**src/rtl/vkh_pkg.sv**
```systemverilog
// Package for the voxel key hash table: sizes, status and register codes.
// No dependencies.
package vkh_pkg;
   localparam int MaxKeys    = 4096;
   localparam int MaxBuckets = 256;
   localparam int KeyW       = $clog2(MaxKeys);
   localparam int LinkW      = KeyW + 1;
   localparam int BucketW    = $clog2(MaxBuckets);

   typedef enum logic [1:0] {
      ST_FOUND = 2'd0, ST_INSERTED = 2'd1, ST_NOT_FOUND = 2'd2, ST_FULL = 2'd3
   } status_type;

   typedef enum logic [1:0] {
      REG_DIMENSIONS = 2'd0, REG_BUCKET_COUNT = 2'd1, REG_KEY_LIMIT = 2'd2
   } reg_index_type;

   localparam logic [0:0] REQ_JOIN = 1'b0;

   typedef struct packed {
      logic load;     // capture request, start the hash divide
      logic div_step; // one bit of the remainder
      logic head_rd;  // read the bucket head
      logic ent_rd;   // read entry at current link
      logic follow;   // follow the next link
      logic bump;     // write incremented hit count
      logic insert;   // allocate a new entry
      logic finish;   // load the result register
      status_type st;
   } cmd_type;

   typedef struct packed {
      logic div_done;
      logic chain_end;
      logic match;
      logic full;
      logic query;
   } stat_type;
endpackage

```
**src/rtl/vkh_ctrl.sv**
```systemverilog
// Controller state machine for the voxel key hash table.
// Depends on vkh_pkg.
module vkh_ctrl (
   input  logic             clock,
   input  logic             reset,
   input  logic             req_valid,
   output logic             req_ready,
   output logic             rsp_valid,
   input  logic             rsp_ready,
   input  vkh_pkg::stat_type stat,
   output vkh_pkg::cmd_type cmd
);
   import vkh_pkg::*;

   typedef enum logic [2:0] {
      S_IDLE, S_DIV, S_HEAD, S_WAIT, S_CHECK, S_DONE
   } state_type;

   state_type state_ff, state_in;
   logic      rsp_valid_ff, rsp_valid_in;

   assign req_ready = (state_ff == S_IDLE);
   assign rsp_valid = rsp_valid_ff;

   always_comb begin
      state_in     = state_ff;
      rsp_valid_in = rsp_valid_ff && !rsp_ready;
      cmd          = '0;
      cmd.st       = ST_FOUND;
      case (state_ff)
         S_IDLE: begin
            if (req_valid) begin
               cmd.load = 1'b1;
               state_in = S_DIV;
            end
         end
         S_DIV: begin
            cmd.div_step = 1'b1;
            if (stat.div_done) state_in = S_HEAD;
         end
         S_HEAD: begin
            cmd.head_rd = 1'b1;
            state_in    = S_WAIT;
         end
         S_WAIT: begin
            cmd.ent_rd = 1'b1;
            state_in   = S_CHECK;
         end
         S_CHECK: begin
            if (stat.chain_end) begin
               if (stat.query) cmd.st = ST_NOT_FOUND;
               else if (stat.full) cmd.st = ST_FULL;
               else begin
                  cmd.st     = ST_INSERTED;
                  cmd.insert = 1'b1;
               end
               state_in = S_DONE;
            end else if (stat.match) begin
               cmd.st   = ST_FOUND;
               cmd.bump = !stat.query;
               state_in = S_DONE;
            end else begin
               cmd.follow = 1'b1;
               state_in   = S_WAIT;
            end
            if (state_in == S_DONE) cmd.finish = 1'b1;
         end
         S_DONE: begin
            if (!rsp_valid_ff || rsp_ready) begin
               state_in = S_IDLE;
            end
         end
         default: state_in = S_IDLE;
      endcase
      if (cmd.finish) rsp_valid_in = 1'b1;
   end

   always_ff @(posedge clock) begin
      if (reset) begin
         state_ff     <= S_IDLE;
         rsp_valid_ff <= 1'b0;
      end else begin
         state_ff     <= state_in;
         rsp_valid_ff <= rsp_valid_in;
      end
   end
endmodule

```
**config.mk**
```make
export PLATFORM = sky130hd
export DESIGN_NAME = vkh_ctrl
export DESIGN_NICKNAME = d
export VERILOG_FILES = /design/src/rtl/vkh_pkg.sv /design/src/rtl/vkh_ctrl.sv
export SDC_FILE = /design/constraint.sdc
export NUM_CORES = 1
export LEC_CHECK = 0
export BUFFER_PORTS_ARGS = -buffer_cell sky130_fd_sc_hd__clkbuf_2
export CAP_MARGIN = 20
export CORE_AREA = 2 2 39 41
export CTS_BUF_LIST = sky130_fd_sc_hd__clkbuf_16
export DETAILED_ROUTE_END_ITERATION = 16
export DIE_AREA = 0 0 41 43
export HOLD_SLACK_MARGIN = 0.15
export PLACE_DENSITY = 0.54
export SYNTH_ARGS = -nofsm -noshare
export SYNTH_HDL_FRONTEND = slang
export SYNTH_SLANG_ARGS = --single-unit
export TNS_END_PERCENT = 100
```
**constraint.sdc**
```tcl
create_clock -name clock -period 1.6 [get_ports clock]
set_input_delay 0.08 -clock clock [delete_from_list [all_inputs] [get_ports clock]]
set_output_delay 0.08 -clock clock [all_outputs]
set_load 0.02 [all_outputs]
```
==> impl_metrics.json <==
{
  "rsz0062_at_grt": "no",
  "grt_pass1_wl_mm": 1.20,
  "drc": 0,
  "cts_max_level": 1,
  "multiInputGateArea_um2": 231,
  "r2r_slack_ns": 0.34,
  "p_leak_nw": 0.250,
  "rows": 14,
  "avgSynthCellArea_um2": 8.34,
  "clkPwrFrac": 0.613,
  "worst_ep_arrival_time_ns": 1.45,
  "worst_path_largest_cell_delay_ns": 0.44,
  "setup_viol": 0,
  "layout_commonest_cell": "clkbuf_2",
  "fillers": 134,
  "crit_cells": 4,
  "antenna_cells": 0,
  "routedWlPerCell_um": 10.3,
  "cts_tree": "yes",
  "fp.coreArea_um2": 1380,
  "reg2reg_depth": 3,
  "critical_path_buf_inv_count": 1,
  "area_growth_pct": 68.8,
  "cpLargestDelayFamily": "simple AND/OR/NAND/NOR gates",
  "status": "complete, no violations",
  "antenna_found_initial": 0,
  "skew_ns": 0.00335,
  "start_util": 0.235,
  "worstHoldEndpoint": "state_ff[0]",
  "numCtsBuffers": 3,
  "synth_fp_nets": 48,
  "switching_share": 0.226,
  "port_buffers": 20,
  "peakVddDrop_mv": 0.729,
  "dieWidth_um": 41,
  "timing.fmax_ghz": 0.655,
  "die_area_um2": 1760,
  "ant_nets": 0,
  "drv_slew": 0,
  "reg2reg_to": "state_ff[1]",
  "yosys_warnings": 0,
  "fin_crit_ns": 1.53,
  "clock-sinks": 4,
  "ys_ff_latch": 4,
  "tightest_slew_ns": 0.431,
  "layout_common_cells": "clkbuf_2 (19), buf_4 (5), nor3_1 (4), nor2_1 (4), dfxtp_1 (4)",
  "drtPass1Iterations": 2,
  "hold_class": "in -> reg",
  "crit_type": "reg -> out",
  "place_inst": 74,
  "power_frac_comb": 0.210,
  "p_switching_uw": 142,
  "cts_buffer_depth": 2,
  "io_pins": 21,
  "grt_usage": 0.105,
  "place_congestion": 0.675,
  "rr_startpoint": "state_ff[0]",
  "nets": 74,
  "ys_seq_area_frac": 0.246,
  "relSlewSlack": 0.705,
  "cts.clk_slew.worst_paths_ns": 0.03,
  "drv_cap": 0,
  "seqPwrFrac": 0.177,
  "drive_above_1_share": 0.524,
  "overflow": 0,
  "final_util": 0.397,
  "crit_chain": "or3b_4 -> nor3b_4 -> nor2b_2 -> buf_4",
  "cp_max_fo": 6,
  "layoutNonFillerInstCount": 79,
  "ys_types": 26,
  "grt_max_degree": 13,
  "fin_total_pwr_uw": 627,
  "hold_depth": 4,
  "grt_pass1_vias": 317,
  "power_density_nw_per_um2": 1140,
  "slowest_stage": "or3b_4",
  "dieHeight_um": 43,
  "routed_wirelength_um": 815,
  "finalCritPeriodShare": 0.954,
  "synthCells": 39,
  "via_count": 361,
  "critPathLaunchType": "flip-flop",
  "min_from": "stat[4]",
  "syn-cell-area_um2": 325,
  "drtIter0Drc": 2,
  "cts-root-buf": "clkbuf_16",
  "finalHoldViolCount": 0,
  "final-seq-area_um2": 80.1,
  "endpoint_kind": "output port",
  "p_int_uw": 485,
  "worst_ep_required_time_ns": 1.52,
  "clock_latency_ns": 0.22,
  "viasPerCell": 4.57
}
synthesized netlist by cell type (all sizes together):
master,instances,share of area
nor2b,2,0.038
o32a,1,0.031
nand2b,2,0.038
or3b,1,0.027
a211oi,1,0.023
nor2,4,0.046
dfxtp,4,0.25
a2111oi,1,0.027
o31ai,1,0.023
and3b,1,0.031
nor4b,1,0.027
nor3,4,0.062
o21ai,1,0.015
o21ba,1,0.031
a221oi,1,0.027
a21oi,1,0.015
a21o,1,0.023
or2,1,0.019
nor3b,3,0.085
clkbuf,1,0.012
and2,1,0.019
xnor2,1,0.027
o21a,1,0.023
buf,3,0.085
kinds of logic after synthesis:
| family | count (synthesis) | share of synthesized area |
|---|---|---|
| AND/OR/NAND/NOR | 20 | 0.392 |
| flip-flops | 4 | 0.246 |
| XOR/XNOR | 1 | 0.0269 |
| AO/OA/AOI/OAI | 10 | 0.238 |
| buffers and inverters | 4 | 0.0961 |
flip-flops by register name, indices dropped and copies added (netlist names):
| register | count |
|---|---|
| state_ff | 3 |
| rsp_valid | 1 |
routing by layer:
layer / global-route usage / vias up / share of wire
met5: 0 / - / 0
met4: 0.120 / 0 / 0
met3: 0.0157 / 0 / 0.060
met2: 0.138 / 12 / 0.45
met1: 0.128 / 157 / 0.48
li1: - / 192 / -
power by group through the flow:
stage,Combinational (mW),Clock [mW],Sequential [mW]
floorplan,0.0845,0,0.113
global placement,0.126,0,0.111
detailed placement,0.127,0,0.112
CTS,0.130,0.390,0.111
global route,0.144,0.398,0.112
finish,0.132,0.385,0.111
how the worst max path moves through the flow:
stage	start	end	slack, ns
2_1_floorplan	state_ff[2]	cmd[3]	-0.09
3_3_place_gp	state_ff[0]	cmd[3]	0.21
3_5_place_dp	state_ff[0]	cmd[3]	0.19
4_1_cts	state_ff[2]	cmd[3]	0.02
5_1_grt	state_ff[2]	cmd[3]	0.009
6_report	state_ff[0]	cmd[3]	0.07
worst register-to-register path, cell delays in order, from the launching register on:
cell	delay [ns]
dfxtp_1	0.30
or3b_4	0.44
o32a_1	0.30
nor3_1	0.14
repair_timing:
action                                  4_1_cts  5_1_grt
buffers inserted                              0        1
hold buffers                                  1        0
gates resized for setup                       1        3
endpoints found under the hold margin         3        0
endpoints found under the setup margin        1        1
pin swaps                                     0        1
through the flow:
| step | hold WS, ns | setup TNS [ns] | worst slack, ns | cell area (µm²) |
|---|---|---|---|---|
| after floorplan | 0.152 | -0.0903 | -0.0903 | 334 |
| after global placement | 0.297 | 0 | 0.207 | 445 |
| after detailed placement | 0.298 | 0 | 0.192 | 445 |
| after CTS | 0.213 | 0 | 0.0156 | 533 |
| after global routing | 0.254 | 0 | 0.00908 | 549 |
| final | 0.219 | 0 | 0.0742 | 549 |
cell type report:
class / instances / share of cell area
flip-flops and latches: 4 / 0.146
repair buffers: 25 / 0.260
clock buffers: 3 / 0.137
well taps: 16 / 0.0364
multi-input cells: 31 / 0.421
Note: power is estimated with default switching activity, not from simulation.
